$ cat src/rtl/core/qmtf_pkg.sv
// Shared types and constants for the queue with move-to-front.
package qmtf_pkg;

    localparam int QUEUE_DEPTH_DEF = 16;
    localparam int DATA_W          = 32;
    localparam int KIND_W          = 2;
    localparam int STATUS_W        = 2;

    typedef enum logic [KIND_W-1:0] {
        KIND_APPEND = 2'd0,
        KIND_REMOVE = 2'd1,
        KIND_MOVE   = 2'd2,
        KIND_NONE   = 2'd3
    } kind_t;

    typedef enum logic [STATUS_W-1:0] {
        ST_OK        = 2'd0,
        ST_OVERFLOW  = 2'd1,
        ST_UNDERFLOW = 2'd2,
        ST_NOTFOUND  = 2'd3
    } status_t;

    // Per-cycle command that every cell of the row sees.
    typedef struct packed {
        logic append;
        logic remove;
        logic move_ok;
    } cell_ctl_t;

endpackage

$ cat src/rtl/core/qmtf_cell.sv
// One slot of the queue: holds an entry, matches it, and shifts with its neighbors.
module qmtf_cell #(
    parameter int IDX   = 0,
    parameter int CNT_W = 5
) (
    input  logic                         clk,
    input  qmtf_pkg::cell_ctl_t          ctl,
    input  logic signed [qmtf_pkg::DATA_W-1:0] value,
    input  logic [CNT_W-1:0]             count,
    input  logic signed [qmtf_pkg::DATA_W-1:0] prev_data,
    input  logic signed [qmtf_pkg::DATA_W-1:0] next_data,
    input  logic                         found_in,
    output logic                         found_out,
    output logic signed [qmtf_pkg::DATA_W-1:0] data
);

    logic signed [qmtf_pkg::DATA_W-1:0] data_reg;
    logic signed [qmtf_pkg::DATA_W-1:0] data_next;
    logic                               in_range;
    logic                               is_tail;

    assign in_range  = (count > CNT_W'(IDX));
    assign is_tail   = (count == CNT_W'(IDX));
    assign found_out = found_in | (in_range && (data_reg == value));
    assign data      = data_reg;

    // A cell shifts back during a move only if no earlier cell holds the match.
    always_comb
    begin
        data_next = data_reg;
        if (ctl.append && is_tail)
        begin
            data_next = value;
        end
        else if (ctl.remove)
        begin
            data_next = next_data;
        end
        else if (ctl.move_ok && !found_in)
        begin
            data_next = prev_data;
        end
    end

    always_ff @(posedge clk)
    begin
        data_reg <= data_next;
    end

endmodule

$ cat src/rtl/core/queue_with_move_to_front.sv
// Bounded FIFO of signed words with append, remove-front and move-to-front.
//
// Usage: drive kind and value and raise start; a command word is taken at a
// rising edge where start is high and busy is low. No command has to wait,
// so busy stays low and a new command may be issued every cycle.
// Kind 0 appends value at the back, 1 removes the front, 2 finds the first
// entry equal to value and moves it to the front; kind 3 does nothing.
// The result word appears in the cycle after the command is taken, with
// done high for exactly that cycle: front_value (zero when empty),
// entry_total, is_empty and status (ok, overflow, underflow, not found).
// Throughput is one command per cycle; it is set by the row of cells, each of
// which compares its entry combinationally and shifts with its neighbors,
// with the match found by a ripple through the row.
// The receiver cannot stall; a result not sampled in its cycle is gone.
// Reset clears the entry count and the result strobe; slot contents are not
// cleared and are never shown before they are written.
module queue_with_move_to_front #(
    parameter int QUEUE_DEPTH = qmtf_pkg::QUEUE_DEPTH_DEF,
    parameter int CNT_W       = $clog2(QUEUE_DEPTH + 1)
) (
    input  logic                               clk,
    input  logic                               rst_n,
    input  logic                               start,
    output logic                               busy,
    input  logic [qmtf_pkg::KIND_W-1:0]        kind,
    input  logic signed [qmtf_pkg::DATA_W-1:0] value,
    output logic                               done,
    output logic signed [qmtf_pkg::DATA_W-1:0] front_value,
    output logic [CNT_W-1:0]                   entry_total,
    output logic                               is_empty,
    output logic [qmtf_pkg::STATUS_W-1:0]      status
);

    logic signed [qmtf_pkg::DATA_W-1:0] cell_data [QUEUE_DEPTH];
    logic [QUEUE_DEPTH:0]               found_chain;
    logic                               found_any;
    logic                               accept;
    qmtf_pkg::cell_ctl_t                ctl;
    qmtf_pkg::kind_t                    kind_in;

    logic [CNT_W-1:0]  count_reg;
    logic [CNT_W-1:0]  count_next;
    logic              done_reg;
    qmtf_pkg::status_t status_reg;
    qmtf_pkg::status_t status_next;

    // No command ever has to wait, so busy is tied low.
    assign busy      = 1'b0;
    assign accept    = start && !busy;
    assign kind_in   = qmtf_pkg::kind_t'(kind);
    assign found_chain[0] = 1'b0;
    assign found_any = found_chain[QUEUE_DEPTH];

    genvar gi;
    generate
        for (gi = 0; gi < QUEUE_DEPTH; gi++)
        begin : g_cell
            logic signed [qmtf_pkg::DATA_W-1:0] prev_d;
            logic signed [qmtf_pkg::DATA_W-1:0] next_d;

            if (gi == 0)
            begin : g_head
                assign prev_d = value;
            end
            else
            begin : g_body
                assign prev_d = cell_data[gi-1];
            end

            if (gi == QUEUE_DEPTH - 1)
            begin : g_tail
                assign next_d = cell_data[gi];
            end
            else
            begin : g_mid
                assign next_d = cell_data[gi+1];
            end

            qmtf_cell #(
                .IDX   (gi),
                .CNT_W (CNT_W)
            ) u_cell (
                .clk       (clk),
                .ctl       (ctl),
                .value     (value),
                .count     (count_reg),
                .prev_data (prev_d),
                .next_data (next_d),
                .found_in  (found_chain[gi]),
                .found_out (found_chain[gi+1]),
                .data      (cell_data[gi])
            );
        end
    endgenerate

    always_comb
    begin
        ctl         = '0;
        count_next  = count_reg;
        status_next = qmtf_pkg::ST_OK;
        if (accept)
        begin
            case (kind_in)
                qmtf_pkg::KIND_APPEND:
                begin
                    if (count_reg == CNT_W'(QUEUE_DEPTH))
                    begin
                        status_next = qmtf_pkg::ST_OVERFLOW;
                    end
                    else
                    begin
                        ctl.append = 1'b1;
                        count_next = count_reg + CNT_W'(1);
                    end
                end
                qmtf_pkg::KIND_REMOVE:
                begin
                    if (count_reg == '0)
                    begin
                        status_next = qmtf_pkg::ST_UNDERFLOW;
                    end
                    else
                    begin
                        ctl.remove = 1'b1;
                        count_next = count_reg - CNT_W'(1);
                    end
                end
                qmtf_pkg::KIND_MOVE:
                begin
                    if (count_reg == '0)
                    begin
                        status_next = qmtf_pkg::ST_UNDERFLOW;
                    end
                    else if (!found_any)
                    begin
                        status_next = qmtf_pkg::ST_NOTFOUND;
                    end
                    else
                    begin
                        ctl.move_ok = 1'b1;
                    end
                end
                default:
                begin
                    status_next = qmtf_pkg::ST_OK;
                end
            endcase
        end
    end

    always_ff @(posedge clk or negedge rst_n)
    begin
        if (!rst_n)
        begin
            count_reg  <= '0;
            done_reg   <= 1'b0;
            status_reg <= qmtf_pkg::ST_OK;
        end
        else
        begin
            count_reg  <= count_next;
            done_reg   <= accept;
            status_reg <= status_next;
        end
    end

    // The result is read straight from the state the command just left.
    assign done        = done_reg;
    assign entry_total = count_reg;
    assign is_empty    = (count_reg == '0);
    assign front_value = (count_reg != '0) ? cell_data[0] : '0;
    assign status      = status_reg;

    a_count_bound: assert property (@(posedge clk) disable iff (!rst_n)
        count_reg <= CNT_W'(QUEUE_DEPTH))
        else $error("entry count beyond queue depth");

    a_overflow_full: assert property (@(posedge clk) disable iff (!rst_n)
        (done && status == qmtf_pkg::ST_OVERFLOW) |-> count_reg == CNT_W'(QUEUE_DEPTH))
        else $error("overflow reported on a queue that is not full");

    a_underflow_empty: assert property (@(posedge clk) disable iff (!rst_n)
        (done && status == qmtf_pkg::ST_UNDERFLOW) |-> is_empty)
        else $error("underflow reported on a queue that is not empty");

    a_append_grows: assert property (@(posedge clk) disable iff (!rst_n)
        (accept && kind == qmtf_pkg::KIND_APPEND && count_reg != CNT_W'(QUEUE_DEPTH))
        |=> count_reg == $past(count_reg) + CNT_W'(1))
        else $error("append did not grow the queue");

    a_move_front: assert property (@(posedge clk) disable iff (!rst_n)
        (accept && kind == qmtf_pkg::KIND_MOVE)
        |=> (status != qmtf_pkg::ST_OK || front_value == $past(value)))
        else $error("moved word is not at the front");

endmodule

$ cat config.mk
export PLATFORM = sky130hd
export DESIGN_NAME = queue_with_move_to_front
export DESIGN_NICKNAME = d
export VERILOG_FILES = /design/src/rtl/core/qmtf_pkg.sv /design/src/rtl/core/qmtf_cell.sv /design/src/rtl/core/queue_with_move_to_front.sv
export SDC_FILE = /design/constraint.sdc
export NUM_CORES = 1
export LEC_CHECK = 0
export ABC_AREA = 1
export CORE_MARGIN = 2
export CORE_UTILIZATION = 65
export DETAILED_ROUTE_END_ITERATION = 8
export DONT_BUFFER_PORTS = 1
export HOLD_SLACK_MARGIN = 0.08
export PLACE_DENSITY_LB_ADDON = 0.3
export SLEW_MARGIN = 20
export SYNTH_ARGS = -nofsm -noshare
export SYNTH_HDL_FRONTEND = slang
export SYNTH_SLANG_ARGS = --single-unit
$ cat constraint.sdc
create_clock -name clk -period 4.15 [get_ports clk]
set_clock_uncertainty 0.1 [all_clocks]
set_input_delay 0.6225 -clock clk [delete_from_list [all_inputs] [get_ports clk]]
set_output_delay 0.6225 -clock clk [all_outputs]
set_load 0.05 [all_outputs]
Word-level counts from Yosys, hierarchy flattened
Index checks and enable logic that the tools add are counted.

$add $sub $neg: 2. Magnitude comparators: 16. Bitwise gates (word level): 15. Eq/ne operators: 37. Multiplexer cells: 66. Reduce and logical (&&, ||, !) cells: 84.

Operators by type and width (count): 2-to-1 mux 32 bit (49); == test 32 bit (16); logical AND 1 bit (47); nonzero test 3 bit (15); == test 5 x 4 -> 1 bit, second input constant (8); greater-than comparator 5 x 4 -> 1 bit, second input constant (8); == test 5 x 3 -> 1 bit, second input constant (4); greater-than comparator 5 x 3 -> 1 bit, second input constant (4); logical NOT 1 bit (15); bitwise OR 1 bit (15); == test 5 x 2 -> 1 bit, second input constant (2); greater-than comparator 5 x 1 -> 1 bit, second input constant (2); greater-than comparator 5 x 2 -> 1 bit, second input constant (2); 2-to-1 mux 5 bit (2); one-hot mux 5 bit (2 select lines) (1); 2-to-1 mux 1 bit (8); 2-to-1 mux 2 bit (4); one-hot mux 2 bit (3 select lines) (1); adder 5 x 1 -> 5 bit, second input constant (1); == test 5 x 1 -> 1 bit, second input constant (1); == test 5 bit, second input constant (1); logical NOT 5 bit (1); nonzero test 5 bit (1); subtractor 5 x 1 -> 5 bit, second input constant (1); other kinds (9) (11).

Output and inout port bits: 42. Word-level logic and storage cells: 239. Register bits after elaboration: 520. Input port bits: 37.

Depth between registers and ports, before layout
Word-level depth: 25. Mapped depth: 20. Mapped depth without buffers: 19.

Cells and area by module
From an unflattened synthesis, not the netlist that was laid out.

Cell total of the unflattened synthesis: 4612. Area, all modules: 35883.2 µm².

Modules (own cells, without submodules): qmtf_cell at g_cell[10].u_cell (area each 2406.1 µm², times used 1, cells an instance 282, seq. area each 960.9 µm²); qmtf_cell at g_cell[8].u_cell (area each 2329.7 µm², times used 1, cells an instance 309, seq. area each 960.9 µm²); qmtf_cell at g_cell[3].u_cell (area each 2290.9 µm², times used 1, cells an instance 262, seq. area each 960.9 µm²); qmtf_cell at g_cell[7].u_cell (area each 2244.7 µm², times used 1, cells an instance 314, seq. area each 960.9 µm²); qmtf_cell at g_cell[15].u_cell (area each 2224.6 µm², times used 1, cells an instance 307, seq. area each 960.9 µm²); qmtf_cell at g_cell[6].u_cell (area each 2163.3 µm², times used 1, cells an instance 281, seq. area each 960.9 µm²); qmtf_cell at g_cell[12].u_cell (area each 2152.1 µm², times used 1, cells an instance 277, seq. area each 960.9 µm²); qmtf_cell at g_cell[5].u_cell (area each 2143.3 µm², times used 1, cells an instance 277, seq. area each 960.9 µm²); qmtf_cell at g_cell[0].u_cell (area each 2142.1 µm², times used 1, cells an instance 277, seq. area each 960.9 µm²); qmtf_cell at g_cell[14].u_cell (area each 2140.8 µm², times used 1, cells an instance 268, seq. area each 960.9 µm²); qmtf_cell at g_cell[4].u_cell (area each 2133.3 µm², times used 1, cells an instance 272, seq. area each 960.9 µm²); qmtf_cell at g_cell[9].u_cell (area each 2133.3 µm², times used 1, cells an instance 274, seq. area each 960.9 µm²); qmtf_cell at g_cell[11].u_cell (area each 2127.0 µm², times used 1, cells an instance 263, seq. area each 960.9 µm²); qmtf_cell at g_cell[13].u_cell (area each 2122.0 µm², times used 1, cells an instance 266, seq. area each 960.9 µm²); 3 more rows.

Worst setup path before layout
Ideal clock, no wire load.

Path type: reg2reg. From: register count_reg[0], in the netlist entry_total[0]. To: register g_cell[0].u_cell.data_reg (netlist bit g_cell[0].u_cell.data[0]) (enable). Slack: 0.320 ns. Arrival: 3.169 ns. Data required time: 3.489 ns. Buffers on the path: 1. Clock period less this slack: 3.830 ns. Stages on the path, launching flop included: 19. Setup time: 0.561 ns. Path through: dfrtp_1 -> buf_2 -> inv_1 -> ha_1 -> o21ai_0 -> nor2_1 -> nor2_1 -> nand3_1 -> nor2_1 -> nand2_1 -> nand4_2 -> nor2_2 -> nand4_1 -> nor2_2 -> nand4_2 -> nor2_4 -> nand4_4 -> nand2_1 -> nand3_1.

Cells in the longest elaborated chain, start to end: 22. Elaborated cells between the ends (all ways): 59. Those cells by class: 16 x order compare; 1 x eq/ne; 8 x mux; 15 x bitwise; 19 x reduce/logical.

RTL lines: start, declared (line queue_with_move_to_front.sv:41) `logic [CNT_W-1:0] count_reg;`; start signal, assigned (line queue_with_move_to_front.sv:161) `count_reg <= count_next;`; greater-than comparator 5 x 1 -> 1 bit (line qmtf_cell.sv:22) `assign in_range = (count > CNT_W'(IDX));`; logical AND 1 bit (line qmtf_cell.sv:24) `assign found_out = found_in | (in_range && (data_reg == value));`; bitwise OR 1 bit (15 in series) (line qmtf_cell.sv:24); 2-to-1 mux 1 bit (line queue_with_move_to_front.sv:134) `else if (!found_any)`; 2-to-1 mux 1 bit (line queue_with_move_to_front.sv:130) `if (count_reg == '0)`; 2-to-1 mux 1 bit (line queue_with_move_to_front.sv:103) `case (kind_in)`; 2-to-1 mux 3 bit (line queue_with_move_to_front.sv:101) `if (accept)`; nonzero test 3 bit (no line) (*); end signal, assigned (line qmtf_cell.sv:47) `data_reg <= data_next;`; end, declared (line qmtf_cell.sv:17) `logic signed [qmtf_pkg::DATA_W-1:0] data_reg;`.

Mark *: on every way between the ends. The rest lies on a longest branch, timed or not. A chain may end at the register's enable or synchronous reset.

Final worst setup path
From: register count_reg[0], in the netlist entry_total[0]. To: register g_cell[3].u_cell.data_reg (netlist bit g_cell[3].u_cell.data[6]) (enable).

Cells in the longest elaborated chain, start to end: 23. Elaborated cells between the ends (all ways): 62. Those cells by class: 16 x order compare; 2 x eq/ne; 8 x mux; 15 x bitwise; 21 x reduce/logical.

RTL lines: greater-than comparator 5 x 1 -> 1 bit (line qmtf_cell.sv:22); logical AND 1 bit (line qmtf_cell.sv:24); bitwise OR 1 bit (15 in series) (line qmtf_cell.sv:24); 2-to-1 mux 1 bit (line queue_with_move_to_front.sv:134); 2-to-1 mux 1 bit (line queue_with_move_to_front.sv:130); 2-to-1 mux 1 bit (line queue_with_move_to_front.sv:103); 2-to-1 mux 3 bit (line queue_with_move_to_front.sv:101); logical AND 1 bit (line qmtf_cell.sv:39) `else if (ctl.move_ok && !found_in)`; nonzero test 3 bit (no line) (*); end signal, assigned (line qmtf_cell.sv:47); end, declared (line qmtf_cell.sv:17).

Marks and branches as above.

==> impl_results.md <==
- Critical path arrival: 4110 ps
- Critical path endpoint category: flop
- WL final: 93,700 um
- Diodes inserted: 0
- Worst slew pin tran: 1080 ps
- Number of synthesized flops with an enable pin: 512
- Yosys warning count: 0
- First-pass GRT wire length: 145,000 um
- Critical Path RT: 4400 ps
- Die area: 52,900 um^2
- CORE AREA: 50,300 um^2
- Unrepaired setup endpoints after global routing: false
- Worst-path cell chain: inv_1 > ha_1 > o21ai_0 > nor2_1 > nor2_1 > nand3_1 > nor2_1 > nand2_1 > nand4_2 > nor2_2 > nand4_1 > nor2_2 > nand4_2 > nor2_4 > nand4_4 > nand3_1 > nand2_1 > buf_4
- Leak Pwr: 0.0140 uW
- Placed cell count: 4,382
- GR Util All Layers: 0.346
- Clk pin slew, worst setup/hold paths: 60 ps
- Startpoint Class: flop
- Final Non-Filler Cells: 4,487
- Cell mode on critical path: nor2_1
- Slowest-stage cell, CP: dfrtp_1
- CTS tree: built
- RePlAce Congestion: 0.945
- Drt first pass iters: 9
- Avg Vias per Cell: 6.45
- Relative slew slack: 0.262
- P&R area growth vs syn: 7.70%
- # nets final: 3,814
- CP Buf/Inv Count: 2
- Clock tree root buffer cell: clkbuf_16
- Flop pwr share: 0.463
- Max reg flops: 512
- Area share of the largest cell type after synthesis: 0.463
- Worst-skew pair later-pin latency: 630 ps
- Initial antenna violation count: 0
- Syn_nets: 3,993
- Post-Syn Area per Cell: 8.41 um^2
- Setup TNS Final: 0 ps
- Post-detailed-route count of antenna-violating nets: 0
- Post-CTS Setup Inserts: 0
- Synth Cell Area: 33,200 um^2
- Setup violations, final: 0
- Asr flop ratio synth: 0.0154
- Chip Height: 230 um
- Crit path max fanout: 18
- I/O pin cnt: 79
- NetSw: 3940 uW
- Status: finished clean
- Avg WL per Cell: 20.9 um
- Primary FF master, synth: edfxtp_1
- Final worst path period need: 3870 ps
- Kind of critical path: flop to flop
- Netlist cell types: 46
- Slowest stage delay, CP: 500 ps
- Vias in the first global route: 25,881
- Starting Density: 0.660
- Post-route cell area: 35,800 um^2
- Total power: 13,900 uW
- Fin crit share: 0.931
- Max-slew violation count: 0
- Sequential share of the synthesized area: 0.469
- Die X: 230 um
- Num Clock Sinks: 520
- Iter 0 DRT Violations: 4,162
- Switching share of power: 0.284
- Largest net degree at the start of global routing: 125
- Clock H-tree levels: 2
- Area leader, netlist: edfxtp_1
- Vias: 28,955
- Post-DP Area: 33,900 um^2
- HPWL after detailed placement: 66,100 um
- Top cell family by delay on the critical path: simple AND/OR/NAND/NOR gates
- Int Pwr: 9930 uW
- Number of buffers created by CTS: 54
- PwrDens: 388 nW/um^2
- GR Overflow Total: 0
- #FFs+latches synth: 520
- Worst vdd ir: 0.322 mV
- Synthesized netlist cell count: 3,950
- Clk network pwr share: 0.367
- # rows: 82
- Max Freq: 0.259 GHz
- Proportion of layout cells with a drive suffix above 1: 0.0682
- Max-cap violations: 0
- Synth cell count leaders: 1,001 x nand2_1, 512 x edfxtp_1, 309 x o21ai_0, 290 x inv_1, 235 x o211ai_1
- Worst-case clock buffer depth: 3
- Comb power frac: 0.170
- Fin. Hold Viols: 0
- Class of the worst hold path: input pin to flop
- Buffers added on ports: 0
- DRC violations left: 0
- Top post-synthesis cells by area: edfxtp_1 46%, nand2_1 11%, o211ai_1 5.3%
- Most common cell in the netlist: nand2_1
-- metrics by stage --
stage          hold WS (ps)  utilization  worst slack (ps)
3_3_place_gp            227        0.674               549
6_report                104        0.711               284
3_5_place_dp            227        0.674               449
5_1_grt                 107        0.711               121
2_1_floorplan           227            -               320
4_1_cts                83.2        0.711               380
-- area by class of cell --
type	count	area (um^2)
inverters	302	1140
well taps	672	841
repair buffers	110	1250
fillers	3655	14500
clock inverters	27	308
flip-flops and latches	520	15600
clock buffers	73	1530
multi-input cells	2783	15100
-- layer usage --
metal / wire [um] / track usage / vias to the layer above
met4: 4460 / 0.153 / 0
met1: 37300 / 0.501 / 13382
li1: - / - / 13315
met2: 40900 / 0.525 / 2010
met5: 0 / 0 / -
met3: 11000 / 0.0425 / 248
-- cell usage in the layout (no fill, tap or decap), types with 8 or more instances in the layout --
cell type	instances
nor4_1	31
buf_4	72
xor2_1	101
or2_2	39
clkinv_1	12
dfrtp_1	8
edfxtp_1	512
clkbuf_1	12
o22ai_1	10
a22oi_1	192
a31oi_1	22
clkinv_2	8
nor2_1	192
a21oi_1	213
buf_12	33
o21ai_0	309
xnor2_1	198
nand3_1	85
nand2_1	993
nor3_1	32
o211ai_1	235
inv_1	288
inv_2	10
nand4_1	65
clkbuf_16	57
-- worst paths after layout --
check	from	to	slack (ps)	cells past startpoint
max	entry_total[0]	g_cell[3].u_cell.data[6]	280	18
min	value[23]	g_cell[0].u_cell.data[23]	100	2
max reg2reg	entry_total[0]	g_cell[3].u_cell.data[6]	280	18
min reg2reg	g_cell[14].u_cell.data[16]	g_cell[15].u_cell.data[16]	510	2
max in group asynchronous	rst_n	status[0]	3290	1
min in group asynchronous	rst_n	entry_total[0]	310	1
-- cells by family after synthesis --
group,Yosys count,synth area share
flip-flops,520,0.469
other,1,0.000113
buffers and inverters,647,0.0775
adder cells (fa/ha/maj),6,0.00226
AO/OA/AOI/OAI,1004,0.187
XOR/XNOR,299,0.0789
AND/OR/NAND/NOR,1473,0.185
-- timing repair --
action | CTS | global route
hold endpoints to repair | 12 | 0
resized for setup | 0 | 0
setup endpoints to repair | 0 | 0
hold buffers | 5 | 0
-- power groups by stage --
stage / Combinational, uW / Clock (uW) / Sequential (uW)
2_1_floorplan: 1700 / 0 / 6510
5_1_grt: 2560 / 5290 / 6450
4_1_cts: 2320 / 5110 / 6410
3_3_place_gp: 2240 / 0 / 6500
6_report: 2360 / 5090 / 6420
3_5_place_dp: 2290 / 0 / 6510
Note: power is estimated with default switching activity, not from simulation.
